$ cat src/hdl/wgm_pkg.sv
// Shared constants and types for the wildcard glob matcher.
package wgm_pkg;

	localparam int unsigned PATTERN_MAX_DEF = 32;
	localparam int unsigned BYTE_W          = 8;
	localparam int unsigned LEN_W           = 6;
	localparam int unsigned CFG_INDEX_W     = 3;
	localparam int unsigned CFG_DATA_W      = 64;
	localparam int unsigned WORD_COUNT      = 4;
	localparam int unsigned PATTERN_BYTES   = WORD_COUNT * (CFG_DATA_W / BYTE_W);

	localparam logic [BYTE_W-1:0] STAR_BYTE     = 8'h2A;
	localparam logic [BYTE_W-1:0] QUESTION_BYTE = 8'h3F;

	localparam logic [CFG_INDEX_W-1:0] REG_PATTERN_LENGTH  = 3'd0;
	localparam logic [CFG_INDEX_W-1:0] REG_PATTERN_BYTES_A = 3'd1;
	localparam logic [CFG_INDEX_W-1:0] REG_PATTERN_BYTES_B = 3'd2;
	localparam logic [CFG_INDEX_W-1:0] REG_PATTERN_BYTES_C = 3'd3;
	localparam logic [CFG_INDEX_W-1:0] REG_PATTERN_BYTES_D = 3'd4;

	typedef logic [BYTE_W-1:0] byte_t;

	typedef struct packed {
		logic step;
		logic rearm;
	} cmd_t;

	typedef struct packed {
		logic carry;
		logic adv;
	} link_t;

endpackage

$ cat src/hdl/wgm_channels.sv
// Handshake channel interfaces: sample input, match result, register write.
interface wgm_sample_if;
	logic                valid;
	logic                ready;
	wgm_pkg::byte_t      sample_byte;
	logic                end_of_sample;

	modport source (output valid, output sample_byte, output end_of_sample, input ready);
	modport sink (input valid, input sample_byte, input end_of_sample, output ready);
endinterface

interface wgm_result_if;
	logic valid;
	logic ready;
	logic matched;

	modport source (output valid, output matched, input ready);
	modport sink (input valid, input matched, output ready);
endinterface

interface wgm_cfg_if;
	logic                               valid;
	logic                               ready;
	logic [wgm_pkg::CFG_INDEX_W-1:0]    index;
	logic [wgm_pkg::CFG_DATA_W-1:0]     data;

	modport source (output valid, output index, output data, input ready);
	modport sink (input valid, input index, input data, output ready);
endinterface

$ cat src/hdl/wildcard_glob_matcher_unit.sv
// Top level of the wildcard glob matcher: registers, cell row and result buffer.
//
//  channel  | dir | payload                        | transfer when
//  ---------+-----+--------------------------------+----------------------
//  cfg      | in  | index[2:0], data[63:0]         | valid & ready (ready=1)
//  sample   | in  | sample_byte[7:0], end_of_sample| valid & ready
//  result   | out | matched                        | valid & ready
//
// One sample item per cycle while sample ready is high; the row of position cells updates all alive bits in
// the cycle of the transfer, star closure ripples through the row like a carry.
// A result is registered from its end item and sits in a two-entry buffer;
// sample ready drops only when both entries hold results.
// Reset leaves only position 0 alive, all configuration registers zero.
module wildcard_glob_matcher_unit #(
	parameter int unsigned PATTERN_MAX = wgm_pkg::PATTERN_MAX_DEF
) (
	input logic             clk,
	input logic             arst_n,
	wgm_cfg_if.sink         cfg,
	wgm_sample_if.sink      sample,
	wgm_result_if.source    result
);

	localparam int unsigned LW = $clog2(PATTERN_MAX + 1);
	localparam int unsigned CW = (LW > wgm_pkg::LEN_W) ? LW : wgm_pkg::LEN_W;

	logic [wgm_pkg::LEN_W-1:0]                          len_q;
	logic [wgm_pkg::WORD_COUNT-1:0][wgm_pkg::CFG_DATA_W-1:0] word_q;

	logic [CW-1:0]          len_raw;
	logic [CW-1:0]          len_sat;
	logic [LW-1:0]          len_eff;
	wgm_pkg::cmd_t          cmd;
	wgm_pkg::link_t         lnk [0:PATTERN_MAX];
	logic [PATTERN_MAX:0]   closed;
	logic                   tail_q;
	logic                   push;
	logic                   pop;
	logic                   out_v_q;
	logic                   out_m_q;
	logic                   skid_v_q;
	logic                   skid_m_q;

	assign cfg.ready = 1'b1;

	always_ff @(posedge clk or negedge arst_n) begin
		if (!arst_n) begin
			len_q  <= '0;
			word_q <= '0;
		end else if (cfg.valid) begin
			case (cfg.index)
				wgm_pkg::REG_PATTERN_LENGTH:  len_q <= cfg.data[wgm_pkg::LEN_W-1:0];
				wgm_pkg::REG_PATTERN_BYTES_A: word_q[0] <= cfg.data;
				wgm_pkg::REG_PATTERN_BYTES_B: word_q[1] <= cfg.data;
				wgm_pkg::REG_PATTERN_BYTES_C: word_q[2] <= cfg.data;
				wgm_pkg::REG_PATTERN_BYTES_D: word_q[3] <= cfg.data;
				default: ;
			endcase
		end
	end

	assign len_raw = CW'(len_q);
	assign len_sat = (len_raw > CW'(PATTERN_MAX)) ? CW'(PATTERN_MAX) : len_raw;
	assign len_eff = LW'(len_sat);

	assign cmd.step  = sample.valid & sample.ready;
	assign cmd.rearm = sample.end_of_sample;

	assign lnk[0] = '0;

	for (genvar i = 0; i < PATTERN_MAX; i++) begin : g_cell
		wgm_pkg::byte_t pbyte;
		logic           en;
		logic           act;

		if (i < wgm_pkg::PATTERN_BYTES) begin : g_reg
			assign pbyte = word_q[i / 8][(i % 8) * 8 +: 8];
		end else begin : g_zero
			assign pbyte = '0;
		end

		assign en  = (LW'(i) <= len_eff);
		assign act = (LW'(i) < len_eff);

		wgm_cell #(
			.HOME (i == 0)
		) u_cell (
			.clk          (clk),
			.arst_n       (arst_n),
			.cmd          (cmd),
			.en           (en),
			.act          (act),
			.pattern_byte (pbyte),
			.sample_byte  (sample.sample_byte),
			.lnk_in       (lnk[i]),
			.lnk_out      (lnk[i+1]),
			.closed       (closed[i])
		);
	end

	// position past the last pattern byte
	assign closed[PATTERN_MAX] = (tail_q | lnk[PATTERN_MAX].carry) &
		(len_eff == LW'(PATTERN_MAX));

	always_ff @(posedge clk or negedge arst_n) begin
		if (!arst_n) begin
			tail_q <= 1'b0;
		end else if (cmd.step) begin
			tail_q <= cmd.rearm ? 1'b0 : lnk[PATTERN_MAX].adv;
		end
	end

	assign push = cmd.step & sample.end_of_sample;
	assign pop  = out_v_q & result.ready;

	always_ff @(posedge clk or negedge arst_n) begin
		if (!arst_n) begin
			out_v_q  <= 1'b0;
			skid_v_q <= 1'b0;
		end else if (!out_v_q || pop) begin
			out_v_q  <= skid_v_q | push;
			skid_v_q <= 1'b0;
		end else if (push) begin
			skid_v_q <= 1'b1;
		end
	end

	always_ff @(posedge clk) begin
		if (!out_v_q || pop) begin
			out_m_q <= skid_v_q ? skid_m_q : closed[len_eff];
		end
		if (push) begin
			skid_m_q <= closed[len_eff];
		end
	end

	assign sample.ready  = ~skid_v_q;
	assign result.valid  = out_v_q;
	assign result.matched = out_m_q;

endmodule

$ cat src/hdl/wgm_cell.sv
// One pattern position: alive bit, star closure carry and byte compare.
module wgm_cell #(
	parameter bit HOME = 1'b0
) (
	input  logic            clk,
	input  logic            arst_n,
	input  wgm_pkg::cmd_t   cmd,
	input  logic            en,
	input  logic            act,
	input  wgm_pkg::byte_t  pattern_byte,
	input  wgm_pkg::byte_t  sample_byte,
	input  wgm_pkg::link_t  lnk_in,
	output wgm_pkg::link_t  lnk_out,
	output logic            closed
);

	logic alive_q;
	logic is_star;
	logic hit;
	logic live;

	assign is_star = (pattern_byte == wgm_pkg::STAR_BYTE);
	assign hit     = (pattern_byte == wgm_pkg::QUESTION_BYTE) || (pattern_byte == sample_byte);
	assign closed  = en & (alive_q | lnk_in.carry);
	assign live    = closed & act;

	assign lnk_out.carry = live & is_star;
	assign lnk_out.adv   = live & ~is_star & hit;

	always_ff @(posedge clk or negedge arst_n) begin
		if (!arst_n) begin
			alive_q <= HOME;
		end else if (cmd.step) begin
			alive_q <= cmd.rearm ? HOME : ((live & is_star) | lnk_in.adv);
		end
	end

endmodule

$ cat src/flat_wrapper.sv
// flat-port wrapper written by rule: the top's interface ports become plain ports
module wildcard_glob_matcher_unit_flat 
#(
	parameter int unsigned PATTERN_MAX = wgm_pkg::PATTERN_MAX_DEF
)
  (clk, arst_n, cfg_valid, cfg_index, cfg_data, cfg_ready, sample_valid, sample_sample_byte, sample_end_of_sample, sample_ready, result_valid, result_matched, result_ready);
  wgm_cfg_if cfg_i ();
  wgm_sample_if sample_i ();
  wgm_result_if result_i ();
  input logic clk;
  input logic arst_n;
  input wire logic [$bits(cfg_i.valid)-1:0] cfg_valid;
  input wire logic [$bits(cfg_i.index)-1:0] cfg_index;
  input wire logic [$bits(cfg_i.data)-1:0] cfg_data;
  output wire logic [$bits(cfg_i.ready)-1:0] cfg_ready;
  input wire logic [$bits(sample_i.valid)-1:0] sample_valid;
  input wire logic [$bits(sample_i.sample_byte)-1:0] sample_sample_byte;
  input wire logic [$bits(sample_i.end_of_sample)-1:0] sample_end_of_sample;
  output wire logic [$bits(sample_i.ready)-1:0] sample_ready;
  output wire logic [$bits(result_i.valid)-1:0] result_valid;
  output wire logic [$bits(result_i.matched)-1:0] result_matched;
  input wire logic [$bits(result_i.ready)-1:0] result_ready;
  assign cfg_i.valid = cfg_valid;
  assign cfg_i.index = cfg_index;
  assign cfg_i.data = cfg_data;
  assign cfg_ready = cfg_i.ready;
  assign sample_i.valid = sample_valid;
  assign sample_i.sample_byte = sample_sample_byte;
  assign sample_i.end_of_sample = sample_end_of_sample;
  assign sample_ready = sample_i.ready;
  assign result_valid = result_i.valid;
  assign result_matched = result_i.matched;
  assign result_i.ready = result_ready;
  wildcard_glob_matcher_unit #(.PATTERN_MAX(PATTERN_MAX)) u_core (.clk(clk), .arst_n(arst_n), .cfg(cfg_i), .sample(sample_i), .result(result_i));
endmodule
$ cat config.mk
export PLATFORM = sky130hd
export DESIGN_NAME = wildcard_glob_matcher_unit_flat
export DESIGN_NICKNAME = d
export VERILOG_FILES = /design/src/hdl/wgm_pkg.sv /design/src/hdl/wgm_channels.sv /design/src/hdl/wildcard_glob_matcher_unit.sv /design/src/hdl/wgm_cell.sv /design/src/flat_wrapper.sv
export SDC_FILE = /design/constraint.sdc
export NUM_CORES = 1
export LEC_CHECK = 0
export CAP_MARGIN = 20
export CORE_MARGIN = 2
export CORE_UTILIZATION = 65
export CTS_CLUSTER_SIZE = 25
export DETAILED_ROUTE_END_ITERATION = 8
export DONT_BUFFER_PORTS = 1
export PLACE_DENSITY_LB_ADDON = 0.3
export REMOVE_ABC_BUFFERS = 1
export SETUP_SLACK_MARGIN = 0.05
export SKIP_LAST_GASP = 1
export SYNTH_ARGS = -nofsm -noshare
export SYNTH_HDL_FRONTEND = slang
export SYNTH_SLANG_ARGS = --single-unit
$ cat constraint.sdc
create_clock -name clk -period 4.1 [get_ports clk]
set_input_delay 0.41 -clock clk [delete_from_list [all_inputs] [get_ports clk]]
set_output_delay 0.41 -clock clk [all_outputs]
set_load 0.02 [all_outputs]
==> metrics.md, run 1 <==
| Metric | Value |
|---|---|
| Clk sinks | 299 |
| F_max | 253.5 MHz |
| Via count | 13980 |
| Drt via density | 6.800 |
| CTS tree | yes |
| Crit path capture type | flip-flop |
| Worst EP arrival | 4.17 ns |
| Clk_skew | 0.009386 ns |
| Global-route wire length before repair | 79.56 mm |
| Post-synthesis sequential area ratio | 0.4266 |
| Clock root buffer | clkbuf_16 |
| Final #Nets | 1771 |
| Post-synth EDFFs | 2 |
| Fin. Hold Viols | 297 |
| Design area | 0.01916 mm^2 |
| ANT nets after route | 0 |
| Initial DRT Pass Iterations | 5 |
| Fill count | 1925 |
| Finished Layout Cells | 2056 |
| Iter 0 DRT Violations | 1505 |
| Commonest non-fill, non-tap cell in the layout | dfrtp_1 |
| Layout cells sized above 1 | 0.2251 |
| PD cells | 482.3 mW/mm^2 |
| Final Max Tran Viols | 0 |
| DRC | 0 |
| Drt wl/cell | 25.02 um |
| Final period util | 0.9620 |
| Antenna cells | 0 |
| Async set or reset register ratio after synthesis | 0.9933 |
| Multiplexer share of the synthesized area | 0.1648 |
| Post-synthesis register bit count | 299 |
| M3 GR Usage | 0.06794 |
| Dpl hpwl | 34.71 mm |
| Max Buffers Root-to-Sink | 3 |
| Avg Cell Area, Syn | 10.31 um^2 |
| Worst Max-Slew Pin Slew | 1.157 ns |
| Cts hold-fix bufs | 1 |
| Hold Crit Class | input port to asynchronous set/reset pin |
| Global route total overflow | 0 |
| # IOs | 85 |
| Post-synthesis xor/xnor area fraction | 0.1276 |
| Post-Synthesis Cell Area | 0.01757 mm^2 |
| Crit Path Max Fanout | 6 |
| Setup crit start kind | flip-flop |
| H-tree depth | 2 |
| Post-synthesis instance total | 1704 |
| GPL Wtd Cong | 1.037 |
| Clock slew at reported path FFs | 0.06 ns |
| Final wirelength | 51.44 mm |
| Peak VDD IR | 0.4420 mV |
| Total Die Area | 0.02836 mm^2 |
| FF/Latch Area | 0.007493 mm^2 |
| Distinct cells, synth | 82 |
| Largest family of logic cells by synthesized area | multiplexers |
| WHS | -0.4002 ns |
| Static leakage power | 7.348 nW |
| Area Growth Syn to Fin | 9.089% |
| Worst rel slew slack | 0.2257 |
| Port Buffer Count | 0 |
| Die width | 168.4 um |
| Most frequent cells in the layout | 296 x dfrtp_1, 257 x mux2_2, 184 x xnor2_1 |
| Initial Util | 0.6573 |
| Most used DFF post-synth | dfrtp_1 |
| Grt met2 use | 0.5804 |
| Core area | 0.02673 mm^2 |
| Crit path time final | 3.944 ns |
| Synth Area in Compound Gates | 0.1109 |
| Synth Area in Adders | 0 |
| Area of the multi-input gates | 0.009739 mm^2 |
| Final setup vio count | 0 |
| Failing checks | hold timing |
| Placed cell area | 0.01796 mm^2 |
| Total GRT Usage | 0.3627 |
| Worst EP required | 4.33 ns |
| Global Route met1 Usage | 0.4874 |
| Outcome | complete, but fails checks |
| Row count | 60 |
| Initial antenna violation count | 0 |
| Inserted Clock Buffers | 34 |
| Max cap viols | 0 |
| Crit path kind | flip-flop to flip-flop |
| Worst skew pair latency | 0.51 ns |
| Number of global-route vias before repair | 13830 |
| Pwr Total | 0.009242 W |
| Simple-gate share of the synthesized area | 0.1457 |
| Inst Count DP | 1994 |
| RSZ-0062 raised after global routing | no |
| Chip Height | 168.4 um |
| Largest net degree at the start of global routing | 298 |
| Syn. warnings | 0 |
| GR peak layer | met2 |
==> repair_timing <==
action / in CTS / in global routing
gates resized for setup: 0 / 10
buffers inserted: 0 / 0
endpoints found under the hold margin: 300 / 297
endpoints found under the setup margin: 0 / 2
==> path summary, 6_finish.rpt <==
| check | from | endpoint | slack, ns | cells after the start |
|---|---|---|---|---|
| max | u_core.len_q[0]$_DFFE_PN0P_ | u_core.result.matched$_DFFE_PN_ | 0.16 | 11 |
| max reg2reg | u_core.len_q[0]$_DFFE_PN0P_ | u_core.result.matched$_DFFE_PN_ | 0.16 | 11 |
| min | arst_n | u_core.g_cell[3].pbyte[1]$_DFFE_PN0P_ | -0.40 | 0 |
| min in group clk | sample_end_of_sample | u_core.g_cell[19].u_cell.alive_q$_DFFE_PN0P_ | 0.01 | 1 |
| max in group asynchronous | arst_n | u_core.g_cell[15].pbyte[7]$_DFFE_PN0P_ | 4.09 | 0 |
| min reg2reg | u_core.tail_q$_DFFE_PN0P_ | u_core.tail_q$_DFFE_PN0P_ | 0.49 | 2 |
==> sequential cells by signal (all words and copies together), names as in the netlist <==
register,cells
u_core.g_cell.pbyte,256
u_core.len_q,6
u_core.result.valid,1
u_core.skid_m_q,1
u_core.g_cell.u_cell.alive_q,32
u_core.tail_q,1
u_core.skid_v_q,1
u_core.result.matched,1
==> worst max-delay path: stages (launching register included) <==
cell and delay, ns:
dfrtp_1 0.41, or3_4 0.42, o311ai_2 0.35, o31a_1 0.22
nor3_1 0.08, or3_1 0.49, o31ai_4 0.38, o21bai_2 0.12
a2111oi_2 0.47, a221oi_2 0.10, o41ai_4 0.46, a41oi_1 0.17
==> layer usage <==
metal  wire (um)  part of all wire
met2       23990              0.47
met5           0                 0
met4        2220             0.043
met3        3793             0.074
met1       21430              0.42
==> area by class of cell <==
cell class              count  area share
clock buffers              52     0.05491
clock inverters             9    0.004048
inverters                  18    0.003526
multi-input cells        1300      0.5083
flip-flops and latches    299      0.3911
well taps                 341     0.02227
repair buffers             37     0.01593
==> cell usage after synthesis, types with 17 or more instances <==
cell type | count | area (um^2)
inv_1 | 18 | 67.56
mux2_2 | 257 | 2894
o21ai_0 | 71 | 355.3
or3_1 | 22 | 137.6
clkbuf_1 | 62 | 232.7
xnor2_1 | 184 | 1612
a21oi_1 | 55 | 275.3
dfrtp_1 | 296 | 7407
o31ai_1 | 22 | 165.2
nor4_1 | 26 | 162.7
nand4_1 | 70 | 437.9
xor2_1 | 72 | 630.6
nand2_1 | 99 | 371.6
buf_1 | 17 | 63.81
nor3_1 | 43 | 215.2
nor2_1 | 134 | 503.0
nand3_1 | 30 | 150.1
==> power by group <==
part	switching [W]	leakage (nW)	total, W	internal (W)
Combinational	0.000878	3.15	0.00197	0.00109
Sequential	0.000687	3.65	0.00423	0.00354
Clock	0.00121	0.550	0.00305	0.00183
==> cells by family after synthesis <==
family,Yosys count
and+or+nand+nor,503
DFF,299
AOI/OAI and AO/OA,283
muxes,257
xor gates and xnor gates,256
buffers and inverters,105
other,1
==> stage by stage <==
stage / util / setup WS (ns) / TNS [ns]
final: 0.7170 / 0.1560 / 0
after CTS: 0.7147 / 0.1538 / 0
after global routing: 0.7170 / 0.01524 / 0
after global placement: 0.6721 / 0.1489 / 0
after detailed placement: 0.6721 / 0.1741 / 0
after floorplan: - / -1.505 / -96.13
Power figures use the tool's default switching activity.
==> run 2, diff against run 1 <==
Settings changed: CAP_MARGIN 20 to unset, CORE_MARGIN 2 to unset, SYNTH_HIERARCHICAL set to 1.
==> run 2 against run 1 <==
The run ends with hold timing, setup timing left; non-clock buffer count rose by 329; synthesized cell count shrank 6.6%; count of clock-buffer cells in the layout fell by 4; die area fell by 0.47%; sequential power down 4%; clock power hardly changed; critical path type unchanged; largest power group unchanged.
==> metrics.md, run 2 <==
| Metric | Value |
|---|---|
| Clock slew at reported path FFs | 0.06 ns (about the same) |
| Worst EP required | 4.45 ns (was 4.33 ns) |
| Net Sw Frac | 0.3001 (was 0.3005) |
| Post-synthesis sequential area ratio | 0.4184 (was 0.4266) |
| # IOs | 85 (unchanged) |
| Worst Max-Slew Pin Slew | 1.102 ns (was 1.157 ns) |
| H-tree depth | 2 (unchanged) |
| Largest family of logic cells by synthesized area | multiplexers (unchanged) |
| ANT nets after route | 0 (unchanged) |
| Dpl hpwl | 34.10 mm (was 34.71 mm) |
| Final wirelength | 50.93 mm (was 51.44 mm) |
| Max cap viols | 0 (unchanged) |
| Drt via density | 6.216 (was 6.800) |
| Clk sinks | 299 (unchanged) |
| Crit path time final | 18.31 ns (was 3.944 ns) |
| Most frequent cells in the layout | 365 x buf_4, 296 x dfrtp_1, 263 x mux2_2 (was 296 x dfrtp_1, 257 x mux2_2, 184 x xnor2_1) |
| Post-Synthesis Cell Area | 0.01791 mm^2 (was 0.01757 mm^2) |
| Largest area contributor in the netlist | dfrtp_1 (unchanged) |
| RSZ-0062 raised after global routing | yes (was no) |
| Most frequent cell after synthesis | dfrtp_1 (unchanged) |
| Worst skew pair latency | 0.51 ns (about the same) |
| Synth Area in Compound Gates | 0.1135 (was 0.1109) |
| WHS | -0.4044 ns (was -0.4002 ns) |
| Initial antenna violation count | 0 (unchanged) |
| Pint | 0.007097 W (was 0.006464 W) |
| Crit path kind | flip-flop to flip-flop (unchanged) |
| Setup crit start kind | flip-flop (unchanged) |
| Total GRT Usage | 0.3653 (was 0.3627) |
| Crit path setup slack, layout | -14.21 ns (was 0.1560 ns) |
| Clk pwr share | 0.298 (was 0.330) |
| Worst EP arrival | 18.66 ns (was 4.17 ns) |
| Peak VDD IR | 0.3780 mV (was 0.4420 mV) |
| Design area | 0.02202 mm^2 (was 0.01916 mm^2) |
| Layout cells sized above 1 | 0.4154 (was 0.2251) |
| Distinct cells, synth | 54 (was 82) |
| Final period util | 4.465 (was 0.9620) |
| Share of Yosys cell area claimed by the top area cell type | 0.4136 (was 0.4217) |
| Top cell types by occurrence after synthesis | 296 x dfrtp_1, 263 x mux2_2, 256 x xnor2_1, 136 x nor2_1, 65 x nand4_1 (was 296 x dfrtp_1, 257 x mux2_2, 184 x xnor2_1, 134 x nor2_1, 99 x nand2_1) |
| Drt wl/cell | 22.00 um (was 25.02 um) |
| Commonest non-fill, non-tap cell in the layout | buf_4 (was dfrtp_1) |
| Clock root buffer | clkbuf_16 (unchanged) |
| Worst rel slew slack | 0.2655 (was 0.2257) |
| Post-synthesis instance total | 1592 (was 1704) |
| Global-route wire length before repair | 80.96 mm (was 79.56 mm) |
| Row count | 60 (unchanged) |
| GPL Wtd Cong | 0.8770 (was 1.037) |
| PD cells | 460.5 mW/mm^2 (was 482.3 mW/mm^2) |
| Via count | 14390 (was 13980) |
| Core area | 0.02703 mm^2 (was 0.02673 mm^2) |
| Most used DFF post-synth | dfrtp_1 (unchanged) |
| Clk_skew | 0.009343 ns (was 0.009386 ns) |
| Initial DRT Pass Iterations | 6 (was 5) |
| Iter 0 DRT Violations | 1486 (was 1505) |
| Chip Height | 168.0 um (was 168.4 um) |
| Max Buffers Root-to-Sink | 3 (unchanged) |
| Synth Area in Adders | 0 (unchanged) |
| Number of global-route vias before repair | 15330 (was 13830) |
| Area Growth Syn to Fin | 22.94% (was 9.089%) |
| Static leakage power | 8.875 nW (was 7.348 nW) |
| Final #Nets | 2033 (was 1771) |
| Outcome | complete, but fails checks (unchanged) |
| Final Max Tran Viols | 0 (unchanged) |
| DRC | 0 (unchanged) |
| Total Die Area | 0.02822 mm^2 (was 0.02836 mm^2) |
| Largest cells by area after synthesis | dfrtp_1 41%, mux2_2 17%, xnor2_1 13%, nor4b_4 4.1%, o21ai_2 3.0% (was dfrtp_1 42%, mux2_2 16%, xnor2_1 9.2%, xor2_1 3.6%, nor2_1 2.9%) |
| Post-synthesis register bit count | 299 (unchanged) |
| Placed cell area | 0.02065 mm^2 (was 0.01796 mm^2) |
| Simple-gate share of the synthesized area | 0.1523 (was 0.1457) |
| Crit path top cell by count | nor2_1 |
| Hold Crit Class | input port to asynchronous set/reset pin (unchanged) |
| Async set or reset register ratio after synthesis | 0.9933 (unchanged) |
| Crit Path Max Fanout | 3 (was 6) |
| Fin. Hold Viols | 296 (was 297) |
| Inserted Clock Buffers | 34 (unchanged) |
| Die width | 168.0 um (was 168.4 um) |
| Post-synth EDFFs | 2 (unchanged) |
| Multiplexer share of the synthesized area | 0.1689 (was 0.1648) |
| Crit path capture type | flip-flop (unchanged) |
| Net Switching | 0.003043 W (was 0.002777 W) |
| Post-synthesis xor/xnor area fraction | 0.1252 (was 0.1276) |
| Avg Cell Area, Syn | 11.25 um^2 (was 10.31 um^2) |
| Sequential share of power | 0.402 (was 0.457) |
| Post-layout util | 0.8147 (was 0.7170) |
| Antenna cells | 0 (unchanged) |
| Fill count | 1496 (was 1925) |
| Initial Util | 0.6627 (was 0.6573) |
| Global route total overflow | 0 (unchanged) |
| Max reg flops | 256 (unchanged) |
| Slowest CP cell | dfrtp_1 (was or3_1) |
| Port Buffer Count | 0 (unchanged) |
| F_max | 54.63 MHz (was 253.5 MHz) |
| Slowest stage delay, CP | 0.39 ns (was 0.49 ns) |
| CTS tree | yes (unchanged) |
| Syn. warnings | 6 (was 0) |
| Final setup vio count | 30 (was 0) |
| Power share of the combinational group | 0.299 (was 0.213) |
| Failing checks | hold timing, setup timing (was hold timing) |
| Largest net degree at the start of global routing | 298 (unchanged) |
run 2: through the flow:
step | power, W | setup TNS, ns | setup slack (ns) | cells
2_1_floorplan | 0.005762 | -215.89 | -13.18 | 1550
3_3_place_gp | 0.006895 | -213.31 | -13.18 | 2224
3_5_place_dp | 0.007044 | -232.18 | -14.24 | 2224
4_1_cts | 0.01011 | -223.09 | -13.69 | 2314
5_1_grt | 0.01055 | -260.88 | -15.65 | 2315
6_report | 0.01014 | -233.73 | -14.21 | 2315
run 2: worst paths after layout:
| check | from | to | slack [ns] | depth (start not counted) |
|---|---|---|---|---|
| setup / recovery | u_core/g_cell[0].pbyte[6]$_DFFE_PN0P_ | u_core/result.matched$_DFFE_PN_ | -14.21 | 100 |
| hold / removal | arst_n | u_core/g_cell[9].pbyte[3]$_DFFE_PN0P_ | -0.40 | 0 |
| setup reg to reg | u_core/g_cell[0].pbyte[6]$_DFFE_PN0P_ | u_core/result.matched$_DFFE_PN_ | -14.21 | 100 |
| hold reg to reg | u_core/g_cell[0].pbyte[6]$_DFFE_PN0P_ | u_core/g_cell[0].pbyte[6]$_DFFE_PN0P_ | 0.55 | 1 |
| max in group asynchronous | arst_n | u_core/len_q[1]$_DFFE_PN0P_ | 3.63 | 0 |
| min in group clk | cfg_data[44] | u_core/g_cell[21].pbyte[4]$_DFFE_PN0P_ | 0.04 | 1 |
run 2: kinds of logic (layout without fill, tap and decap cells):
| logic type | count (synthesis) | in the layout |
|---|---|---|
| AO/OA/AOI/OAI | 288 | 288 |
| multiplexers | 268 | 268 |
| AND/OR/NAND/NOR | 394 | 394 |
| XOR/XNOR | 256 | 256 |
| other | 2 | 4 |
| buffers and inverters | 85 | 465 |
| flip-flops | 299 | 299 |
run 2: final cells by class:
class,instances,area (um^2),share of cell area
repair buffers,366,2751,0.1250
flip-flops and latches,299,7493,0.3403
multi-input cells,1210,10090,0.4584
clock inverters,10,102.6,0.004660
inverters,41,153.9,0.006989
well taps,341,426.7,0.01938
clock buffers,48,997.2,0.04529
run 2: critical path: cells and delay by family, from the launching register on:
family | cells | cell delay (ns)
compound gates | 35 | 5.78
simple gates | 64 | 11.83
flops | 1 | 0.39
mux | 1 | 0.09
run 2: power groups by stage:
stage | logic (W) | clock network, W | registers [W]
2_1_floorplan | 0.00155 | 0 | 0.00422
3_3_place_gp | 0.00282 | 0 | 0.00407
3_5_place_dp | 0.00294 | 0 | 0.00411
4_1_cts | 0.00299 | 0.00305 | 0.00407
5_1_grt | 0.00324 | 0.00317 | 0.00414
6_report | 0.00303 | 0.00303 | 0.00408
run 2: what timing repair did:
item | CTS | global route
setup endpoints to repair | 30 | 30
setup buffers | 32 | 19
pin swaps | 40 | 7
gates resized for setup | 4 | 2
endpoints found under the hold margin | 297 | 297
run 2: routing by layer:
| layer | up-vias | GRT usage | routed length, um |
|---|---|---|---|
| met5 | - | 0 | 0 |
| met4 | 0 | 0.1564 | 1950 |
| met3 | 169 | 0.06770 | 3488 |
| met2 | 642 | 0.6183 | 24910 |
| met1 | 7135 | 0.4602 | 20580 |
| li1 | 6444 | - | - |
==> run 3, diff against run 2 <==
Settings changed: CORE_UTILIZATION 65 to 59, TNS_END_PERCENT set to 50.
Clock period 4.1 ns to 16 ns, I/O delays scaled along.
==> run 3 against run 2 <==
The flow finishes with violations (setup timing); sequential power shrank 73%; global-route usage is 6.2 points lower; non-clock buffer count down 235; wire length down 8.7%; via count is 9.5% lower; combinational power is 83% lower; register-to-register slack gained 12 ns; count of clock-buffer cells in the layout grew 4; critical endpoint unchanged; largest cell class unchanged; highest routed layer unchanged.
==> metrics.md, run 3 (synthesized netlist as in run 2, its figures left out) <==
| Metric | Value |
|---|---|
| Outcome | complete, but fails checks (unchanged) |
| Failing checks | setup timing (was hold timing, setup timing) |
| Crit path top cell by count | nor2_1 (unchanged) |
| Dpl hpwl | 30.26 mm (was 34.10 mm) |
| ANT nets after route | 0 (unchanged) |
| Antenna cells | 0 (unchanged) |
| Post-layout util | 0.6862 (was 0.8147) |
| Final setup vio count | 7 (was 30) |
| Static leakage power | 7.770 nW (was 8.875 nW) |
| Fill count | 2164 (was 1496) |
| Drt via density | 6.106 (was 6.216) |
| Worst skew pair latency | 0.52 ns (was 0.51 ns) |
| Inserted Clock Buffers | 35 (was 34) |
| Largest net degree at the start of global routing | 298 (unchanged) |
| RR Startpoint | u_core/g_cell[0].pbyte[6]$_DFFE_PN0P_ (unchanged) |
| Worst EP required | 16.36 ns (was 4.45 ns) |
| Clock slew at reported path FFs | 0.06 ns (about the same) |
| Slowest stage delay, CP | 0.39 ns (about the same) |
| Layout cells sized above 1 | 0.3364 (was 0.4154) |
| Clk sinks | 299 (unchanged) |
| Placement Setup Slack | -1.991 ns (was -14.24 ns) |
| Final wirelength | 46.51 mm (was 50.93 mm) |
| Area Growth Syn to Fin | 13.87% (was 22.94%) |
| Setup crit start kind | flip-flop (unchanged) |
| Final #Nets | 1799 (was 2033) |
| Total Die Area | 0.03106 mm^2 (was 0.02822 mm^2) |
| Via count | 13020 (was 14390) |
| Crit path kind | flip-flop to flip-flop (unchanged) |
| Clk_skew | 0.01803 ns (was 0.009343 ns) |
| Crit Path Max Fanout | 3 (unchanged) |
| Die width | 176.2 um (was 168.0 um) |
| Global route total overflow | 0 (unchanged) |
| Total GRT Usage | 0.3030 (was 0.3653) |
| Global-route wire length before repair | 73.56 mm (was 80.96 mm) |
| Slowest CP cell | or3_4 (was dfrtp_1) |
| Max Buffers Root-to-Sink | 3 (unchanged) |
| Core area | 0.02972 mm^2 (was 0.02703 mm^2) |
| DRC | 0 (unchanged) |
| Crit path setup slack, layout | -1.884 ns (was -14.21 ns) |
| Worst rel slew slack | 0.2538 (was 0.2655) |
| Crit path time final | 17.88 ns (was 18.31 ns) |
| Design area | 0.02039 mm^2 (was 0.02202 mm^2) |
| Commonest non-fill, non-tap cell in the layout | dfrtp_1 (was buf_4) |
| PD cells | 120.4 mW/mm^2 (was 460.5 mW/mm^2) |
| Crit path from | u_core/g_cell[0].pbyte[6]$_DFFE_PN0P_ (unchanged) |
| Iter 0 DRT Violations | 1019 (was 1486) |
| Initial DRT Pass Iterations | 5 (was 6) |
| CTS tree | yes (unchanged) |
| Peak VDD IR | 0.1205 mV (was 0.3780 mV) |
| Cts hold-fix bufs | 0 |
| Final period util | 1.118 (was 4.465) |
| Number of global-route vias before repair | 13300 (was 15330) |
| GPL Wtd Cong | 0.9106 (was 0.8770) |
| Max reg flops | 256 (unchanged) |
| # IOs | 85 (unchanged) |
| Initial Util | 0.6027 (was 0.6627) |
| Row count | 63 (was 60) |
| Max cap viols | 0 (unchanged) |
| Worst Max-Slew Pin Slew | 1.119 ns (was 1.102 ns) |
| Final Max Tran Viols | 0 (unchanged) |
| Hold Crit Class | flip-flop to flip-flop (was input port to asynchronous set/reset pin) |
| F_max | 55.92 MHz (was 54.63 MHz) |
| Fin. Hold Viols | 0 (was 296) |
| Port Buffer Count | 0 (unchanged) |
| Initial antenna violation count | 0 (unchanged) |
| H-tree depth | 2 (unchanged) |
| Drt wl/cell | 21.81 um (was 22.00 um) |
| Placed cell area | 0.01892 mm^2 (was 0.02065 mm^2) |
| Worst EP arrival | 18.24 ns (was 18.66 ns) |
| Most frequent cells in the layout | 296 x dfrtp_1, 263 x mux2_2, 256 x xnor2_1 (was 365 x buf_4, 296 x dfrtp_1, 263 x mux2_2) |
| WHS | 0.5421 ns (was -0.4044 ns) |
| Chip Height | 176.2 um (was 168.0 um) |
| Crit path capture type | flip-flop (unchanged) |
| Clock root buffer | clkbuf_16 (unchanged) |
| RSZ-0062 raised after global routing | yes (unchanged) |
| Hold_sp | u_core/tail_q$_DFFE_PN0P_ |
[run 3: cell count changes in the layout (fill, tap and decap cells not counted), sizes merged]
cell      change
clkbuf        +4
buf         -235
inv           +1
bufinv        +2
clkinvlp      -1
clkinv        -3
[run 3: final timing paths]
check | end | slack (ns) | cells past startpoint
max in group asynchronous | u_core/g_cell[23].pbyte[2]$_DFFE_PN0P_ | 14.66 | 0
min in group asynchronous | u_core/g_cell[17].pbyte[5]$_DFFE_PN0P_ | 0.80 | 0
worst min-delay path | u_core/tail_q$_DFFE_PN0P_ | 0.54 | 2
worst max-delay path | u_core/result.matched$_DFFE_PN_ | -1.88 | 100
worst min register to register | u_core/tail_q$_DFFE_PN0P_ | 0.54 | 2
worst max register to register | u_core/result.matched$_DFFE_PN_ | -1.88 | 100
[run 3: stage by stage]
step                TNS, ns  total power, W  cells
finish               -8.975        0.002455   2132
global route         -20.61        0.002560   2132
detailed placement   -9.237        0.001630   2034
floorplan            -4.754        0.001476   1550
CTS                  -6.533        0.002458   2119
global placement     -4.186        0.001604   2034
[run 3: layout make-up]
type | count | area, um^2 | area share
inverters | 41 | 153.9 | 0.007546
clock inverters | 9 | 148.9 | 0.007301
flip-flops and latches | 299 | 7493 | 0.3674
well taps | 390 | 488.0 | 0.02393
clock buffers | 52 | 1032 | 0.05062
multi-input cells | 1210 | 10090 | 0.4949
repair buffers | 131 | 983.4 | 0.04822
[run 3: metal layers]
metal,global-route usage,vias up,share of wire
met4,0.1120,0,0.031
met2,0.4906,399,0.47
met5,0,-,0
met1,0.4089,6546,0.43
met3,0.04996,104,0.061
li1,-,5969,-
[run 3: timing repair]
item / 4_1_cts / 5_1_grt
pin swaps: 38 / 0
gates resized for setup: 3 / 2
buffers inserted: 24 / 14
cloned: 0 / 0
setup endpoints to repair: 7 / 9
[run 3: critical path: cells and delay by family (launching register included)]
family             cells  cell delay (ns)
muxes                  1             0.08
DFF                    1             0.38
AOI/OAI and AO/OA     35             5.63
and+or+nand+nor       64            11.60
[run 3: power by group]
part	internal, W	leakage [nW]	switching [W]
Clock	0.000511	0.580	0.000312
Combinational	0.000308	3.54	0.000219
Sequential	0.000906	3.65	0.000200
Total	0.00172	7.77	0.000730
